File: config.mk
export PLATFORM = sky130hd
export DESIGN_NAME = arp_icmp_echo_rewriter_top
export DESIGN_NICKNAME = d
export VERILOG_FILES = /design/src/sv/aer_pkg.sv /design/src/sv/aer_queue.sv /design/src/sv/aer_front.sv /design/src/sv/aer_back.sv /design/src/sv/arp_icmp_echo_rewriter_top.sv
export SDC_FILE = /design/constraint.sdc
export NUM_CORES = 1
export LEC_CHECK = 0
export ABC_CLOCK_PERIOD_IN_PS = 29100
export BUFFER_PORTS_ARGS = -buffer_cell sky130_fd_sc_hd__clkbuf_2
export CAP_MARGIN = 20
export CORE_MARGIN = 2
export CORE_UTILIZATION = 53
export CTS_BUF_LIST = sky130_fd_sc_hd__clkbuf_2 sky130_fd_sc_hd__clkbuf_4 sky130_fd_sc_hd__clkbuf_8
export CTS_CLUSTER_SIZE = 16
export DETAILED_ROUTE_END_ITERATION = 7
export PLACE_DENSITY = 0.67
export SYNTH_ARGS = -nofsm -noshare
export SYNTH_HDL_FRONTEND = slang
export SYNTH_SLANG_ARGS = --single-unit
File: constraint.sdc
create_clock -name clk_i -period 29.1 [get_ports clk_i]
set_clock_uncertainty 0.05 [all_clocks]
set_input_delay 1.455 -clock clk_i [delete_from_list [all_inputs] [get_ports clk_i]]
set_output_delay 1.455 -clock clk_i [all_outputs]
set_load 0.01 [all_outputs]
File: src/sv/aer_pkg.sv
package aer_pkg;

  // header window geometry
  localparam int WinLen = 42;
  localparam int CntW   = 6;

  typedef logic [CntW-1:0] cnt_t;
  typedef logic [WinLen-1:0][7:0] win_t;

  // protocol constants
  localparam logic [7:0] EthTypeHi    = 8'h08;
  localparam logic [7:0] EthTypeArpLo = 8'h06;
  localparam logic [7:0] EthTypeIpLo  = 8'h00;
  localparam logic [7:0] IpProtoIcmp  = 8'h01;
  localparam logic [7:0] ArpOpReply   = 8'h02;
  localparam logic [7:0] IcmpCkAdd    = 8'h08;
  localparam logic [7:0] IcmpCkWrap   = 8'hF8;

  localparam logic [47:0] OwnMacReset = 48'h2E095A9D0000;

  // queue between capture and emit sides
  localparam int QueueDepth = 2;

  typedef struct packed {
    logic       is_hdr;   // header window release, else pass-through byte
    logic [7:0] data;
    logic       last;
  } q_entry_t;

endpackage

File: src/sv/aer_queue.sv
module aer_queue (
  input  logic              clk_i,
  input  logic              rst_ni,
  input  logic              push_valid_i,
  output logic              push_ready_o,
  input  aer_pkg::q_entry_t push_data_i,
  output logic              pop_valid_o,
  input  logic              pop_ready_i,
  output aer_pkg::q_entry_t pop_data_o
);

  localparam int PtrW = $clog2(aer_pkg::QueueDepth);

  aer_pkg::q_entry_t mem_q [aer_pkg::QueueDepth];
  logic [PtrW-1:0]   wptr_q, wptr_d;
  logic [PtrW-1:0]   rptr_q, rptr_d;
  logic [PtrW:0]     fill_q, fill_d;
  logic              push, pop;

  assign push_ready_o = (fill_q != (PtrW+1)'(aer_pkg::QueueDepth));
  assign pop_valid_o  = (fill_q != '0);
  assign pop_data_o   = mem_q[rptr_q];
  assign push         = push_valid_i & push_ready_o;
  assign pop          = pop_valid_o & pop_ready_i;

  // pointer and fill bookkeeping
  always_comb begin
    wptr_d = wptr_q;
    rptr_d = rptr_q;
    fill_d = fill_q;
    if (push) begin
      wptr_d = (wptr_q == PtrW'(aer_pkg::QueueDepth - 1)) ? '0 : wptr_q + 1'b1;
    end
    if (pop) begin
      rptr_d = (rptr_q == PtrW'(aer_pkg::QueueDepth - 1)) ? '0 : rptr_q + 1'b1;
    end
    if (push && !pop) begin
      fill_d = fill_q + 1'b1;
    end else if (pop && !push) begin
      fill_d = fill_q - 1'b1;
    end
  end

  always_ff @(posedge clk_i or negedge rst_ni) begin
    if (!rst_ni) begin
      wptr_q <= '0;
      rptr_q <= '0;
      fill_q <= '0;
    end else begin
      wptr_q <= wptr_d;
      rptr_q <= rptr_d;
      fill_q <= fill_d;
    end
  end

  // entry storage
  always_ff @(posedge clk_i) begin
    if (push) begin
      mem_q[wptr_q] <= push_data_i;
    end
  end

endmodule

File: src/sv/aer_front.sv
module aer_front (
  input  logic              clk_i,
  input  logic              rst_ni,
  input  logic [47:0]       own_mac_i,
  input  logic              frame_valid_i,
  output logic              frame_ready_o,
  input  logic [7:0]        frame_byte_i,
  input  logic              frame_end_i,
  output logic              push_valid_o,
  input  logic              push_ready_i,
  output aer_pkg::q_entry_t push_data_o,
  input  logic              hdr_taken_i,
  output aer_pkg::win_t     hdr_bytes_o,
  output aer_pkg::cnt_t     hdr_n_o
);

  aer_pkg::win_t win_q;
  aer_pkg::cnt_t count_q, count_d;
  aer_pkg::cnt_t hdr_n_q;
  logic [19:0]   sum_q, sum_d;
  logic          busy_q, busy_d;
  logic          full, last_win, acc, hdr_push;

  aer_pkg::win_t wz;
  logic          is_arp, is_icmp;
  logic [16:0]   fold1;
  logic [15:0]   fold2, cksum;

  assign full     = (count_q == aer_pkg::cnt_t'(aer_pkg::WinLen));
  assign last_win = (count_q == aer_pkg::cnt_t'(aer_pkg::WinLen - 1));

  // window bytes wait while the previous window is still unloaded
  assign frame_ready_o = push_ready_i & ~(busy_q & ~full);
  assign acc           = frame_valid_i & frame_ready_o;
  assign hdr_push      = acc & ~full & (last_win | frame_end_i);

  assign push_valid_o       = acc & (full | last_win | frame_end_i);
  assign push_data_o.is_hdr = ~full;
  assign push_data_o.data   = frame_byte_i;
  assign push_data_o.last   = frame_end_i;

  // frame position and running ip header sum
  always_comb begin
    count_d = count_q;
    sum_d   = (count_q == '0) ? '0 : sum_q;
    if (acc) begin
      if (frame_end_i) begin
        count_d = '0;
      end else if (!full) begin
        count_d = count_q + 1'b1;
      end
      if ((count_q inside {[14:33]}) && !(count_q inside {24, 25})) begin
        if (count_q[0]) begin
          sum_d = sum_d + {12'd0, frame_byte_i};
        end else begin
          sum_d = sum_d + {4'd0, frame_byte_i, 8'd0};
        end
      end
    end else begin
      sum_d = sum_q;
    end
  end

  // window held until the emit side loads it
  always_comb begin
    busy_d = busy_q;
    if (hdr_push) begin
      busy_d = 1'b1;
    end else if (hdr_taken_i) begin
      busy_d = 1'b0;
    end
  end

  always_ff @(posedge clk_i or negedge rst_ni) begin
    if (!rst_ni) begin
      count_q <= '0;
      sum_q   <= '0;
      busy_q  <= 1'b0;
      hdr_n_q <= '0;
    end else begin
      count_q <= count_d;
      sum_q   <= sum_d;
      busy_q  <= busy_d;
      if (hdr_push) begin
        hdr_n_q <= count_q + 1'b1;
      end
    end
  end

  // window capture
  always_ff @(posedge clk_i) begin
    for (int k = 0; k < aer_pkg::WinLen; k++) begin
      if (acc && !full && count_q == aer_pkg::cnt_t'(k)) begin
        win_q[k] <= frame_byte_i;
      end
    end
  end

  // bytes past the frame end read as zero
  always_comb begin
    for (int k = 0; k < aer_pkg::WinLen; k++) begin
      wz[k] = (aer_pkg::cnt_t'(k) < hdr_n_q) ? win_q[k] : 8'd0;
    end
  end

  assign is_arp  = (wz[12] == aer_pkg::EthTypeHi) && (wz[13] == aer_pkg::EthTypeArpLo);
  assign is_icmp = (wz[12] == aer_pkg::EthTypeHi) && (wz[13] == aer_pkg::EthTypeIpLo) &&
                   (wz[23] == aer_pkg::IpProtoIcmp);

  // ones' complement fold of the header sum
  assign fold1 = {1'b0, sum_q[15:0]} + {13'd0, sum_q[19:16]};
  assign fold2 = fold1[15:0] + {15'd0, fold1[16]};
  assign cksum = ~fold2;

  // reply rewrite
  always_comb begin
    hdr_bytes_o = wz;
    if (is_arp) begin
      for (int k = 0; k < 6; k++) begin
        hdr_bytes_o[k]      = wz[6+k];
        hdr_bytes_o[6+k]    = own_mac_i[47-8*k -: 8];
        hdr_bytes_o[22+k]   = own_mac_i[47-8*k -: 8];
        hdr_bytes_o[32+k]   = wz[22+k];
      end
      for (int k = 0; k < 4; k++) begin
        hdr_bytes_o[28+k] = wz[38+k];
        hdr_bytes_o[38+k] = wz[28+k];
      end
      hdr_bytes_o[21] = aer_pkg::ArpOpReply;
    end else if (is_icmp) begin
      for (int k = 0; k < 6; k++) begin
        hdr_bytes_o[k]   = wz[6+k];
        hdr_bytes_o[6+k] = wz[k];
      end
      for (int k = 0; k < 4; k++) begin
        hdr_bytes_o[26+k] = wz[30+k];
        hdr_bytes_o[30+k] = wz[26+k];
      end
      hdr_bytes_o[24] = cksum[15:8];
      hdr_bytes_o[25] = cksum[7:0];
      hdr_bytes_o[34] = 8'd0;
      hdr_bytes_o[36] = wz[36] + aer_pkg::IcmpCkAdd;
      hdr_bytes_o[37] = wz[37] + {7'd0, (wz[36] >= aer_pkg::IcmpCkWrap)};
    end
  end

  assign hdr_n_o = hdr_n_q;

endmodule

File: src/sv/aer_back.sv
module aer_back (
  input  logic              clk_i,
  input  logic              rst_ni,
  input  logic              pop_valid_i,
  output logic              pop_ready_o,
  input  aer_pkg::q_entry_t pop_data_i,
  input  aer_pkg::win_t     hdr_bytes_i,
  input  aer_pkg::cnt_t     hdr_n_i,
  output logic              hdr_taken_o,
  output logic              reply_valid_o,
  input  logic              reply_ready_i,
  output logic [7:0]        reply_byte_o,
  output logic              reply_end_o
);

  aer_pkg::win_t sh_q;
  aer_pkg::cnt_t rem_q, rem_d;
  logic          end_q;
  logic          out_acc, pop;

  assign reply_valid_o = (rem_q != '0);
  assign reply_byte_o  = sh_q[0];
  assign reply_end_o   = end_q & (rem_q == aer_pkg::cnt_t'(1));
  assign out_acc       = reply_valid_o & reply_ready_i;

  // next transaction loads as the last pending byte leaves
  assign pop_ready_o = (rem_q == '0) | ((rem_q == aer_pkg::cnt_t'(1)) & reply_ready_i);
  assign pop         = pop_valid_i & pop_ready_o;
  assign hdr_taken_o = pop & pop_data_i.is_hdr;

  // bytes left to send
  always_comb begin
    rem_d = rem_q;
    if (pop) begin
      rem_d = pop_data_i.is_hdr ? hdr_n_i : aer_pkg::cnt_t'(1);
    end else if (out_acc) begin
      rem_d = rem_q - 1'b1;
    end
  end

  always_ff @(posedge clk_i or negedge rst_ni) begin
    if (!rst_ni) begin
      rem_q <= '0;
      end_q <= 1'b0;
    end else begin
      rem_q <= rem_d;
      if (pop) begin
        end_q <= pop_data_i.last;
      end
    end
  end

  // output shift line, byte 0 is on the port
  always_ff @(posedge clk_i) begin
    if (pop) begin
      if (pop_data_i.is_hdr) begin
        sh_q <= hdr_bytes_i;
      end else begin
        sh_q[0] <= pop_data_i.data;
      end
    end else if (out_acc) begin
      for (int k = 0; k < aer_pkg::WinLen - 1; k++) begin
        sh_q[k] <= sh_q[k+1];
      end
    end
  end

endmodule

File: src/sv/arp_icmp_echo_rewriter_top.sv
// ARP / ICMP echo reply rewriter.
// frame channel (frame_valid_i/frame_ready_o) takes one received byte per
// transaction, destination MAC first, frame_end_i on the last byte.
// reply channel (reply_valid_o/reply_ready_i) gives the reply frame, one byte
// per transaction, reply_end_o on the byte answering the frame's last byte.
// the first 42 bytes (or the whole frame if shorter) are captured, rewritten
// as an ARP reply or ICMP echo reply (other windows unchanged) and sent from
// a 42-byte shift line, loaded once the window entry has passed the queue.
// later bytes of a long frame pass through the queue and the shift line at
// one byte per cycle unless the reply side stalls. the next frame's window
// bytes are held off until the emit side has loaded the previous window,
// which the 2-entry queue decouples.
// cfg_we_i/cfg_wdata_i write the station MAC used in ARP replies.
// reset empties the queue and the shift line and restores the default MAC.
// when the receiver stalls, the queue fills and frame_ready_o drops.
module arp_icmp_echo_rewriter_top (
  input  logic        clk_i,
  input  logic        rst_ni,
  input  logic        cfg_we_i,
  input  logic [47:0] cfg_wdata_i,
  input  logic        frame_valid_i,
  output logic        frame_ready_o,
  input  logic [7:0]  frame_byte_i,
  input  logic        frame_end_i,
  output logic        reply_valid_o,
  input  logic        reply_ready_i,
  output logic [7:0]  reply_byte_o,
  output logic        reply_end_o
);

  logic [47:0]       own_mac_q;
  logic              push_valid, push_ready, pop_valid, pop_ready, hdr_taken;
  aer_pkg::q_entry_t push_data, pop_data;
  aer_pkg::win_t     hdr_bytes;
  aer_pkg::cnt_t     hdr_n;

  // station MAC register
  always_ff @(posedge clk_i or negedge rst_ni) begin
    if (!rst_ni) begin
      own_mac_q <= aer_pkg::OwnMacReset;
    end else if (cfg_we_i) begin
      own_mac_q <= cfg_wdata_i;
    end
  end

  aer_front u_front (
    .clk_i         (clk_i),
    .rst_ni        (rst_ni),
    .own_mac_i     (own_mac_q),
    .frame_valid_i (frame_valid_i),
    .frame_ready_o (frame_ready_o),
    .frame_byte_i  (frame_byte_i),
    .frame_end_i   (frame_end_i),
    .push_valid_o  (push_valid),
    .push_ready_i  (push_ready),
    .push_data_o   (push_data),
    .hdr_taken_i   (hdr_taken),
    .hdr_bytes_o   (hdr_bytes),
    .hdr_n_o       (hdr_n)
  );

  aer_queue u_queue (
    .clk_i        (clk_i),
    .rst_ni       (rst_ni),
    .push_valid_i (push_valid),
    .push_ready_o (push_ready),
    .push_data_i  (push_data),
    .pop_valid_o  (pop_valid),
    .pop_ready_i  (pop_ready),
    .pop_data_o   (pop_data)
  );

  aer_back u_back (
    .clk_i         (clk_i),
    .rst_ni        (rst_ni),
    .pop_valid_i   (pop_valid),
    .pop_ready_o   (pop_ready),
    .pop_data_i    (pop_data),
    .hdr_bytes_i   (hdr_bytes),
    .hdr_n_i       (hdr_n),
    .hdr_taken_o   (hdr_taken),
    .reply_valid_o (reply_valid_o),
    .reply_ready_i (reply_ready_i),
    .reply_byte_o  (reply_byte_o),
    .reply_end_o   (reply_end_o)
  );

endmodule
==> impl_metrics.tcl <==
set metrics [dict create \
    status "finished clean" \
    avgSynthCellArea_um2 11.4 \
    ys_seq_elements 784 \
    synthCells 3153 \
    hp-class "reg -> reg" \
    numPortBuffers 72 \
    drv_cap 0 \
    hold_buffers 0 \
    total_power_mw 3.65 \
    first_iter_violations 4300 \
    p_leak_nw 14.2 \
    initial_core_util 0.534 \
    dieArea_um2 69700 \
    first_pass_iters 8 \
    peakVddDrop_mv 0.0441 \
    relSlewSlack 0.199 \
    ys_seq_area_frac 0.645 \
    seqPwrFrac 0.465 \
    fin_crit_ps 5150 \
    tns_ps 0 \
    ys_types 80 \
    synth.most_common_cell "edfxtp_1" \
    cts-root-buf "clkbuf_8" \
    critPathKind "reg -> reg" \
    cts_resized 0 \
    design.final.nets 3270 \
    yosys.area.top_type_share 0.580 \
    yosys_warnings 0 \
    worst_slack_ps 23950 \
    path_clk_slew_ps 60 \
    p_int_mw 2.37 \
    pwr-share-clk 0.261 \
    num_rows 95 \
    ys.flop_type "edfxtp_1" \
    cts_sinks 784 \
    clkLatencyLatePin_ps 790 \
    grt_max_degree 186 \
    fin_hold_ws_ps 432 \
    vias_per_cell 6.46 \
    switching_share 0.351 \
    path_max_fanout 22 \
    dieHeight_um 264 \
    synth_common_cells "edfxtp_1, nand2_1, nand3_1" \
    p_switching_mw 1.28 \
    r2r_slack_ps 23950 \
    numCtsBuffers 131 \
    synth_area_um2 35800 \
    final_antenna_net_count 0 \
    die_w_um 264 \
    clock_path_buffers 3 \
    cts_tree "done" \
    design_area_um2 39300 \
    gr-total-overflow 0 \
    drive_gt1_frac 0.131 \
    drcViolationCount 0 \
    slew_viol_final 0 \
    start_kind "flop" \
    placed_area_um2 36700 \
    synthToLayoutAreaGrowth_pct 9.88 \
    drt-wirelength-per-cell_um 26.4 \
    synth_top_area_cell "edfxtp_1" \
    finalWirelength_um 110000 \
    via_count 26800 \
    grt_pass1_wl_um 161000 \
    async_flop_share 0.117 \
    p_comb_frac 0.274 \
    synth_edf_count 692 \
    io_pins 73 \
    postCtsSetupRepairBufs 0 \
    htreeDepth 4 \
    place_congestion 0.936 \
    synth_nets 3249 \
    worst_slew_pin_slew_ps 1200 \
    multi_input_area_um2 11700 \
    synthTopCellsByArea "edfxtp_1, dfrtp_1, nand3_1" \
    power_density_nw_per_um2 92.8 \
    period_share 0.177 \
    place_hpwl_um 69600 \
    track_usage 0.313 \
    grt_pass1_vias 25200 \
    setup_viol 0 \
    core_area_um2 67000 \
    finalHoldViolations 0 \
    critical_path_arrival_ps 5740 \
    rsz0062_at_grt "no" \
    dp_slack_ps 23830 \
    n_fill_cell 5518 \
    required_ps 29680 \
    register_area_um2 23100 \
    fmax_ghz 0.194 \
    antenna_found_initial 5 \
    cp-end-kind "flop" \
]
==> power groups by stage <==
stage / clock [mW] / combinational, mW / sequential [mW]
2_1_floorplan: 0 / 0.692 / 1.73
3_3_place_gp: 0 / 0.943 / 1.71
3_5_place_dp: 0 / 0.968 / 1.71
4_1_cts: 0.962 / 0.972 / 1.69
5_1_grt: 1.02 / 1.09 / 1.71
6_report: 0.954 / 0.999 / 1.70
==> logic make-up (layout without fill, tap and decap cells) <==
group                    count (synthesis)  count (layout)  share of synthesized area
XOR/XNOR                                51              51                     0.0125
adder cells (fa/ha/maj)                 37              37                     0.0133
AO/OA/AOI/OAI                          774             774                      0.131
AND/OR/NAND/NOR                       1174            1174                      0.147
multiplexers                            69              69                     0.0210
flip-flops                             784             784                      0.645
other                                    0               2                          0
buffers and inverters                  264             390                     0.0300
==> stage by stage <==
stage | util | instances
floorplan | - | 3153
global placement | 0.548 | 3905
detailed placement | 0.548 | 3907
CTS | 0.586 | 4145
global route | 0.587 | 4153
finish | 0.587 | 4154
==> cells in the final DEF (no fill, tap or decap), drive strengths merged, types with 45 or more instances in the layout <==
master and count:
mux2 50, a21oi 105, clkbuf 251, buf 56, edfxtp 692, nand3 359, nand2 451, o21ai 351
clkinv 45, a31oi 115, dfrtp 77, o211ai 45, nor2 221
==> cell type report <==
class / instances / share of cell area
Sequential cell: 784 / 0.587
Multi-Input combinational cell: 2105 / 0.297
Clock buffer: 180 / 0.0560
Tap cell: 873 / 0.0278
Timing Repair Buffer: 127 / 0.0211
Clock inverter: 58 / 0.00820
Inverter: 25 / 0.00258
Antenna cell: 2 / 0.000127
==> layer usage <==
metal | wire length [µm] | GRT usage | vias to the layer above | part of all wire
met1 | 42800 | 0.437 | 13100 | 0.39
met3 | 11900 | 0.0609 | 251 | 0.11
met4 | 4470 | 0.130 | 4 | 0.041
li1 | - | - | 11800 | -
met5 | 22 | 0 | - | 0.00020
met2 | 50300 | 0.485 | 1681 | 0.46
==> final timing paths <==
path / from / end / depth (start not counted)
worst max-delay path: u_front.count_q[0] / u_front.sum_q[18] / 16
worst min-delay path: u_queue.wptr_q / u_queue.wptr_q / 1
worst max register to register: u_front.count_q[0] / u_front.sum_q[18] / 16
worst min register to register: u_queue.wptr_q / u_queue.wptr_q / 1
max in group asynchronous: rst_ni / u_front.sum_q[4] / 2
min in group asynchronous: rst_ni / own_mac_q[29] / 1
==> sequential cells by signal (all words and copies together), names as in the netlist <==
register,cells
u_back.rem_q,6
u_back.sh_q,328
u_front.busy_q,1
u_front.count_q,6
u_queue.rptr_q,1
own_mac_q,48
u_front.win_q,336
u_front.sum_q,20
u_queue.wptr_q,1
u_queue.mem_q,20
u_front.hdr_n_o,6
u_back.reply_byte_o,8
u_back.end_q,1
u_queue.fill_q,2
==> critical path: stages (launching register included) <==
cell and delay (ps):
dfrtp_1 790, clkinv_1 550, ha_1 460, nor3b_1 220, nand2_1 530, and2_1 220, ha_1 170, inv_1 60
fa_1 400, nor2b_1 140, o21ai_0 110, a21oi_1 260, o211ai_1 250, o21ai_0 240, o311ai_0 210, a21oi_1 210
mux2i_1 100
Note: power is estimated with default switching activity, not from simulation.
